File: config.mk
export PLATFORM = sky130hd
export DESIGN_NAME = sha1_byte_stream_hasher
export DESIGN_NICKNAME = d
export VERILOG_FILES = /design/src/design/sha1s_pkg.sv /design/src/design/sha1s_core.sv /design/src/design/sha1_byte_stream_hasher.sv
export SDC_FILE = /design/constraint.sdc
export NUM_CORES = 2
export LEC_CHECK = 0
export BUFFER_PORTS_ARGS = -buffer_cell sky130_fd_sc_hd__buf_2
export CORE_MARGIN = 2
export CORE_UTILIZATION = 25
export CTS_BUF_LIST = sky130_fd_sc_hd__clkbuf_4 sky130_fd_sc_hd__clkbuf_8
export CTS_CLUSTER_SIZE = 25
export DETAILED_ROUTE_END_ITERATION = 10
export GPL_TIMING_DRIVEN = 0
export PLACE_DENSITY = 0.45
export SYNTH_ARGS = -nofsm -noshare
export SYNTH_HDL_FRONTEND = slang
export SYNTH_SLANG_ARGS = --single-unit
File: constraint.sdc
create_clock -name clk -period 19.91 [get_ports clk]
set_clock_uncertainty 0.1 [all_clocks]
set_input_delay 1.991 -clock clk [delete_from_list [all_inputs] [get_ports clk]]
set_output_delay 1.991 -clock clk [all_outputs]
set_load 0.1 [all_outputs]
File: src/design/sha1s_pkg.sv
`timescale 1ns / 1ps

package sha1s_pkg;

  typedef logic [31:0] word_t;
  typedef logic [4:0][31:0] chain_t;

  localparam int RoundCount = 80;
  localparam int BlockBytes = 64;
  localparam int LenPos = 56;
  localparam int DigestWords = 5;

  localparam logic [7:0] PAD_BYTE = 8'h80;

  // Word 0 sits in the lowest slice.
  localparam chain_t INIT_H = {32'hC3D2E1F0, 32'h10325476, 32'h98BADCFE,
                               32'hEFCDAB89, 32'h67452301};

  localparam word_t K0 = 32'h5A827999;
  localparam word_t K1 = 32'h6ED9EBA1;
  localparam word_t K2 = 32'h8F1BBCDC;
  localparam word_t K3 = 32'hCA62C1D6;

  typedef enum logic {
    OP_ABSORB = 1'b0,
    OP_FINAL  = 1'b1
  } op_t;

  typedef enum logic [1:0] {
    S_IDLE,
    S_PAD,
    S_ROUND,
    S_OUT
  } state_t;

  typedef struct packed {
    logic       shift_byte;
    logic [7:0] new_byte;
    logic       start;
  } core_ctl_t;

  typedef struct packed {
    logic running;
    logic done;
  } core_sts_t;

  function automatic word_t round_f(input logic [6:0] t, input word_t b,
                                    input word_t c, input word_t d);
    word_t f;
    if (t < 7'd20) begin
      f = (b & c) | (~b & d);
    end else if (t < 7'd40) begin
      f = b ^ c ^ d;
    end else if (t < 7'd60) begin
      f = (b & c) | (b & d) | (c & d);
    end else begin
      f = b ^ c ^ d;
    end
    return f;
  endfunction

  function automatic word_t round_k(input logic [6:0] t);
    word_t k;
    if (t < 7'd20) begin
      k = K0;
    end else if (t < 7'd40) begin
      k = K1;
    end else if (t < 7'd60) begin
      k = K2;
    end else begin
      k = K3;
    end
    return k;
  endfunction

endpackage

File: src/design/sha1s_core.sv
`timescale 1ns / 1ps

module sha1s_core (
  input  logic                clk,
  input  logic                rst,
  input  sha1s_pkg::core_ctl_t ctl,
  input  sha1s_pkg::chain_t   chain_in,
  output sha1s_pkg::chain_t   work,
  output sha1s_pkg::core_sts_t sts
);
  import sha1s_pkg::*;

  localparam logic [6:0] LastRound = 7'(RoundCount - 1);

  // The message block doubles as the schedule window: bytes shift in at the
  // bottom while absorbing, and each round shifts one schedule word in.
  logic [511:0] msg_block;
  logic [6:0]   rnd;
  logic         running;
  logic         done;

  word_t win0, win2, win8, win13;
  word_t w_mix, w, f, k, tmp;
  word_t a, b, c, d, e;
  chain_t work_next;

  assign win0  = msg_block[511:480];
  assign win2  = msg_block[447:416];
  assign win8  = msg_block[255:224];
  assign win13 = msg_block[95:64];

  assign a = work[0];
  assign b = work[1];
  assign c = work[2];
  assign d = work[3];
  assign e = work[4];

  always_comb begin
    w_mix = win13 ^ win8 ^ win2 ^ win0;
    w     = (rnd < 7'd16) ? win0 : {w_mix[30:0], w_mix[31]};
    f     = round_f(rnd, b, c, d);
    k     = round_k(rnd);
    tmp   = {a[26:0], a[31:27]} + f + e + k + w;
    work_next[0] = tmp;
    work_next[1] = a;
    work_next[2] = {b[1:0], b[31:2]};
    work_next[3] = c;
    work_next[4] = d;
  end

  always_ff @(posedge clk) begin
    if (rst) begin
      running <= 1'b0;
      done    <= 1'b0;
      rnd     <= '0;
    end else begin
      done <= 1'b0;
      if (ctl.start) begin
        running <= 1'b1;
        rnd     <= '0;
      end else if (running) begin
        if (rnd == LastRound) begin
          running <= 1'b0;
          done    <= 1'b1;
          rnd     <= '0;
        end else begin
          rnd <= rnd + 7'd1;
        end
      end
    end
  end

  always_ff @(posedge clk) begin
    if (ctl.start) begin
      work <= chain_in;
    end else if (running) begin
      work <= work_next;
    end
    if (ctl.shift_byte) begin
      msg_block <= {msg_block[503:0], ctl.new_byte};
    end else if (running) begin
      msg_block <= {msg_block[479:0], w};
    end
  end

  assign sts.running = running;
  assign sts.done    = done;

  a_rnd_range: assert property (@(posedge clk) disable iff (rst)
    running |-> rnd <= LastRound)
    else $error("round counter beyond the last round");

  a_done_after_last: assert property (@(posedge clk) disable iff (rst)
    done |-> $past(running) && $past(rnd) == LastRound)
    else $error("compression finished without running its last round");

  a_no_clash: assert property (@(posedge clk) disable iff (rst)
    (ctl.start || ctl.shift_byte) |-> !running)
    else $error("block buffer touched while a compression runs");

endmodule

File: src/design/sha1_byte_stream_hasher.sv
`timescale 1ns / 1ps
// Absorb request: the 64th byte of a block starts an 80-round compression
// on the shared round unit, with in_ready low until it finishes.
// Finalize request: padding and length bytes shift in up to the block end,
// one or two compressions, then five digest words at one a cycle while out_ready is high.
// Synchronous active-high reset loads the SHA-1 initial values and clears the
// byte count, bit length and overflow flag; the digest output also does this.
module sha1_byte_stream_hasher (
  input  logic        clk,
  input  logic        rst,
  input  logic        in_valid,
  output logic        in_ready,
  input  logic        operation,
  input  logic [7:0]  data_byte,
  output logic        out_valid,
  input  logic        out_ready,
  output logic [31:0] digest_word,
  output logic [2:0]  word_index,
  output logic        last_word,
  output logic        overflow
);
  import sha1s_pkg::*;

  localparam logic [6:0] LastByte = 7'(BlockBytes - 1);
  localparam logic [6:0] LenByte  = 7'(LenPos);
  localparam logic [2:0] LastWord = 3'(DigestWords - 1);

  state_t      state, state_next;
  logic [6:0]  buf_count, buf_count_next;
  logic [60:0] byte_count, byte_count_next;
  logic        ovf, ovf_next;
  logic        finishing, finishing_next;
  logic        extra, extra_next;
  logic [2:0]  idx, idx_next;
  chain_t      chain, chain_next;

  core_ctl_t   ctl;
  core_sts_t   sts;
  chain_t      work;

  logic [63:0] len_bits;
  logic [2:0]  len_sel;
  logic [7:0]  pad_byte;

  sha1s_core u_core (
    .clk      (clk),
    .rst      (rst),
    .ctl      (ctl),
    .chain_in (chain),
    .work     (work),
    .sts      (sts)
  );

  // Length bytes go out most significant first, from byte 56 to byte 63.
  assign len_bits = {byte_count, 3'b000};
  assign len_sel  = 3'd7 - buf_count[2:0];
  assign pad_byte = (extra || buf_count < LenByte) ? 8'h00 : len_bits[{len_sel, 3'b000} +: 8];

  always_comb begin
    state_next      = state;
    buf_count_next  = buf_count;
    byte_count_next = byte_count;
    ovf_next        = ovf;
    finishing_next  = finishing;
    extra_next      = extra;
    idx_next        = idx;
    chain_next      = chain;
    ctl             = '0;
    in_ready        = 1'b0;
    out_valid       = 1'b0;

    unique case (state)
      S_IDLE: begin
        in_ready = 1'b1;
        if (in_valid) begin
          if (operation == OP_ABSORB) begin
            if (&byte_count) begin
              // The bit length would pass 2^64 - 1: drop the byte.
              ovf_next = 1'b1;
            end else begin
              ctl.shift_byte  = 1'b1;
              ctl.new_byte    = data_byte;
              byte_count_next = byte_count + 61'd1;
              if (buf_count == LastByte) begin
                buf_count_next = '0;
                ctl.start      = 1'b1;
                state_next     = S_ROUND;
              end else begin
                buf_count_next = buf_count + 7'd1;
              end
            end
          end else begin
            ctl.shift_byte = 1'b1;
            ctl.new_byte   = PAD_BYTE;
            finishing_next = 1'b1;
            extra_next     = (buf_count >= LenByte);
            if (buf_count == LastByte) begin
              buf_count_next = '0;
              ctl.start      = 1'b1;
              state_next     = S_ROUND;
            end else begin
              buf_count_next = buf_count + 7'd1;
              state_next     = S_PAD;
            end
          end
        end
      end
      S_PAD: begin
        ctl.shift_byte = 1'b1;
        ctl.new_byte   = pad_byte;
        if (buf_count == LastByte) begin
          buf_count_next = '0;
          ctl.start      = 1'b1;
          state_next     = S_ROUND;
        end else begin
          buf_count_next = buf_count + 7'd1;
        end
      end
      S_ROUND: begin
        if (sts.done) begin
          for (int i = 0; i < DigestWords; i++) begin
            chain_next[i] = chain[i] + work[i];
          end
          priority if (!finishing) begin
            state_next = S_IDLE;
          end else if (extra) begin
            // The length did not fit; one more block of zeros and length.
            extra_next = 1'b0;
            state_next = S_PAD;
          end else begin
            idx_next   = '0;
            state_next = S_OUT;
          end
        end
      end
      S_OUT: begin
        out_valid = 1'b1;
        if (out_ready) begin
          if (idx == LastWord) begin
            chain_next      = INIT_H;
            buf_count_next  = '0;
            byte_count_next = '0;
            ovf_next        = 1'b0;
            finishing_next  = 1'b0;
            extra_next      = 1'b0;
            idx_next        = '0;
            state_next      = S_IDLE;
          end else begin
            idx_next = idx + 3'd1;
          end
        end
      end
      default: begin
        state_next = S_IDLE;
      end
    endcase
  end

  always_ff @(posedge clk) begin
    if (rst) begin
      state      <= S_IDLE;
      buf_count  <= '0;
      byte_count <= '0;
      ovf        <= 1'b0;
      finishing  <= 1'b0;
      extra      <= 1'b0;
      idx        <= '0;
      chain      <= INIT_H;
    end else begin
      state      <= state_next;
      buf_count  <= buf_count_next;
      byte_count <= byte_count_next;
      ovf        <= ovf_next;
      finishing  <= finishing_next;
      extra      <= extra_next;
      idx        <= idx_next;
      chain      <= chain_next;
    end
  end

  assign digest_word = chain[idx];
  assign word_index  = idx;
  assign last_word   = (idx == LastWord);
  assign overflow    = ovf;

  a_idx_range: assert property (@(posedge clk) disable iff (rst)
    out_valid |-> idx <= LastWord)
    else $error("digest word index out of range");

  a_done_in_round: assert property (@(posedge clk) disable iff (rst)
    sts.done |-> state == S_ROUND)
    else $error("compression finished outside the round state");

  a_round_busy: assert property (@(posedge clk) disable iff (rst)
    ctl.start |=> state == S_ROUND && sts.running)
    else $error("compression start not followed by running rounds");

  a_count_range: assert property (@(posedge clk) disable iff (rst)
    buf_count <= LastByte)
    else $error("block byte count past the end of the block");

endmodule

==> impl_metrics.csv <==
group,metric,value,unit
clock_tree,clk_pin_slew,0.06,ns
outcome,violations,"max-capacitance violations, max-slew violations",
setup_path,startpoint,"u_core.rnd[4]",
clock_tree,cts_setup_buffers,0,
sta,fmax,106,MHz
logic_synthesis,yosysSeqAreaShare,47.5,%
logic_synthesis,synth-edff-count,672,
job,max_cap_violations,1,
logic_synthesis,syn_nets,6047,
placed_design,hpwl,152000,microns
logic_synthesis,async_flop_share,0,%
clock_tree,cts_resized,0,
sta,fin_tns_setup,0,ns
sta,period_share,47.3,%
global_routing,antenna_found_initial,10,
setup_path,cp-endpoint,"u_core.a[31]",
worst_hold_path,hold_path.class,"register to register",
clock_tree,htree_levels,4,
route,first_pass_iters,8,
setup_path,r2r_start,"u_core.rnd[4]",
logic_synthesis,syn_area,52900,sq um
clock_tree,cts_root_buffer,"clkbuf_8",
layout,fillerInstances,22700,
pwr,power_density,80.6,nW/um^2
placed_design,post-place-ws,10.80,ns
sta,tightest_slew,1.47,ns
die,num_rows,168,
layout,multiInputGateArea,25900,sq um
global_routing,grt_first_pass_wirelength,284000,microns
die,die_w,464,microns
placed_design,port_buffers,51,
route,drt_iter0_drc,3931,
die,io_pins,52,
placed_design,placed_cell_area,57000,sq um
global_routing,grt_max_degree,69,
setup_path,crit_arrival,10.01,ns
die,start_util,25.2,%
logic_synthesis,synthCells,5712,
setup_path,reg2reg_to,"u_core.a[31]",
sta,final_hold_viol_count,0,
layout,regArea,25100,sq um
layout,layout_common_cells,"nand2_1 (2,043), edfxtp_1 (672), nor2_1 (271)",
route,vias,42800,
sta,fin_ws,10.49,ns
route,drtAntennaViolNets,0,
layout,syn2layout_area_growth,14.4,%
setup_path,cp-end-kind,"register",
route,drc_errors,0,
sta,layout_min_cycle_time,9.42,ns
sta,setup_viol,0,
sta,maxSlewHeadroom,-0.737,%
layout,final_cells,8888,
layout,drive_gt1_share,7.91,%
route,routed_wl,197000,microns
logic_synthesis,yosysUniqueCellTypes,78,
placed_design,gp_routability_congestion,0.921,
setup_path,rrSetupSlack,10.49,ns
clock_tree,clock-sinks,917,
die,fp.dieH,464,microns
setup_path,critPathKind,"register to register",
clock_tree,cts_inserted_buffers,165,
clock_tree,cts_tree,"built",
layout,finalInstanceArea,60500,sq um
global_routing,grt_pass1_vias,41400,
setup_path,start_kind,"register",
layout,finish.utilization,28.8,%
sta,rsz0062_at_grt,"false",
setup_path,crit_required,20.50,ns
global_routing,grtUsageTotal,17.9,%
logic_synthesis,ys.flop_type,"edfxtp_1",
logic_synthesis,synth-warning-count,0,
logic_synthesis,postSynthAreaPerCell,9.25,sq um
placed_design,dp_cells,8580,
route,wire_per_inst,22.2,microns
pwr,p_leak,0.0246,uW
outcome,status,"finished, violations left",
clock_tree,ctsHoldBuffers,0,
layout,layout_commonest_cell,"nand2_1",
clock_tree,cts_buffer_depth,3,
global_routing,grt_overflow,0,
route,avgViaCountPerCell,4.82,
layout,fin_nets,6277,
sta,final_max_slew_viol_count,1,
die,core_area,210000,sq um
clock_tree,clkLatencyLatePin,0.95,ns
setup_path,path_max_fanout,10,
setup_path,r2r_cells,21,
pwr,peakVddDrop,0.0000592,V
logic_synthesis,synth_seq_cells,917,
die,dieArea,215000,sq um
cell usage after synthesis (16+ instances only):
master,count,area [sq um]
o21bai_1,30,225
clkbuf_1,183,687
inv_1,204,766
nor2b_1,27,169
and3_1,25,156
a22oi_1,41,308
nand2b_1,81,507
nor3_1,47,235
edfxtp_1,672,20200
o21a_1,33,248
a221o_1,24,240
fa_1,117,2340
mux4_2,45,1010
nand4_1,28,175
nor2_1,272,1020
xnor2_1,217,1900
or3_1,31,194
a31oi_1,16,100
buf_2,50,250
ha_1,205,2560
dfxtp_1,245,4900
mux2i_1,43,430
a21oi_1,229,1150
nand3_1,65,325
o22ai_1,41,257
a211oi_1,24,180
xor2_1,94,823
a21o_1,80,601
nand2_1,2043,7670
o21ai_0,267,1340
power by group:
part / internal [uW] / switching [uW] / total, uW
logic: 191 / 345 / 536
registers: 2260 / 137 / 2390
clock network: 1040 / 898 / 1940
total: 3490 / 1380 / 4870
area by class of cell:
cell class                 count  area share [%]
multi-input combinational   4330            42.9
sequential                   917            41.5
buffer                       259            1.79
antenna                        3          0.0124
inverter                     206            1.28
timing repair buffer          63           0.956
tap                         2805            5.80
clock inverter                50           0.710
clock buffer                 255            5.09
state kept, by name, summed over array words and instances (netlist names):
name	flops
u_core.running	1
u_core.e	32
extra	1
chain	160
u_core.rnd	7
overflow	1
u_core.done	1
u_core.d	32
finishing	1
u_core.msg_block	512
word_index	3
u_core.b	32
buf_count	7
state	2
u_core.c	32
u_core.a	32
byte_count	61
kinds of logic (layout without fill, tap and decap cells):
kind of cell / count (synthesis) / after routing / synth area share (%)
buf+inv: 465 / 833 / 3.51
fa+ha+maj: 322 / 322 / 9.28
compound gates: 914 / 914 / 11.0
flops: 917 / 917 / 47.5
xor+xnor: 311 / 311 / 5.15
simple gates: 2689 / 2689 / 20.8
mux: 94 / 94 / 2.86
other cells: 0 / 3 / 0
per-stage QoR:
stage	total power [uW]	hold slack, ns
detailed placement	2970	0.347
CTS	4920	0.355
global placement	3030	0.345
floorplan	2780	0.336
finish	4870	0.352
global route	5070	0.373
how the worst min path moves through the flow:
stage,start,end,slack (ns),cells after the start
5_1_grt,buf_count[6],buf_count[6],0.37,1
3_3_place_gp,buf_count[6],buf_count[6],0.35,1
4_1_cts,buf_count[6],buf_count[6],0.35,1
3_5_place_dp,buf_count[6],buf_count[6],0.35,1
2_1_floorplan,buf_count[6],buf_count[6],0.34,1
6_report,buf_count[6],buf_count[6],0.35,1
metal layers:
metal	wire (microns)	global-route usage (%)	up-vias
met4	6300	6.17	0
met5	0	0	-
met3	11900	2.76	298
met1	90900	25.0	21000
met2	88400	28.1	1410
li1	-	-	20100
critical path, stage by stage, from the launching register on:
cell	delay, ns
dfxtp_1	0.29
clkbuf_1	0.20
a41oi_1	0.90
nand2_1	0.78
inv_1	0.37
buf_1	0.99
a222oi_1	0.51
fa_1	0.65
inv_1	0.05
fa_1	0.46
ha_1	0.23
fa_1	0.47
a21o_1	0.20
a211o_1	0.31
a21oi_1	0.38
a211oi_1	0.25
o31ai_1	0.48
a211oi_1	0.21
nor3_1	0.54
o21bai_1	0.19
or4_1	0.41
and3_1	0.18
(Power assumes the default switching activity.)
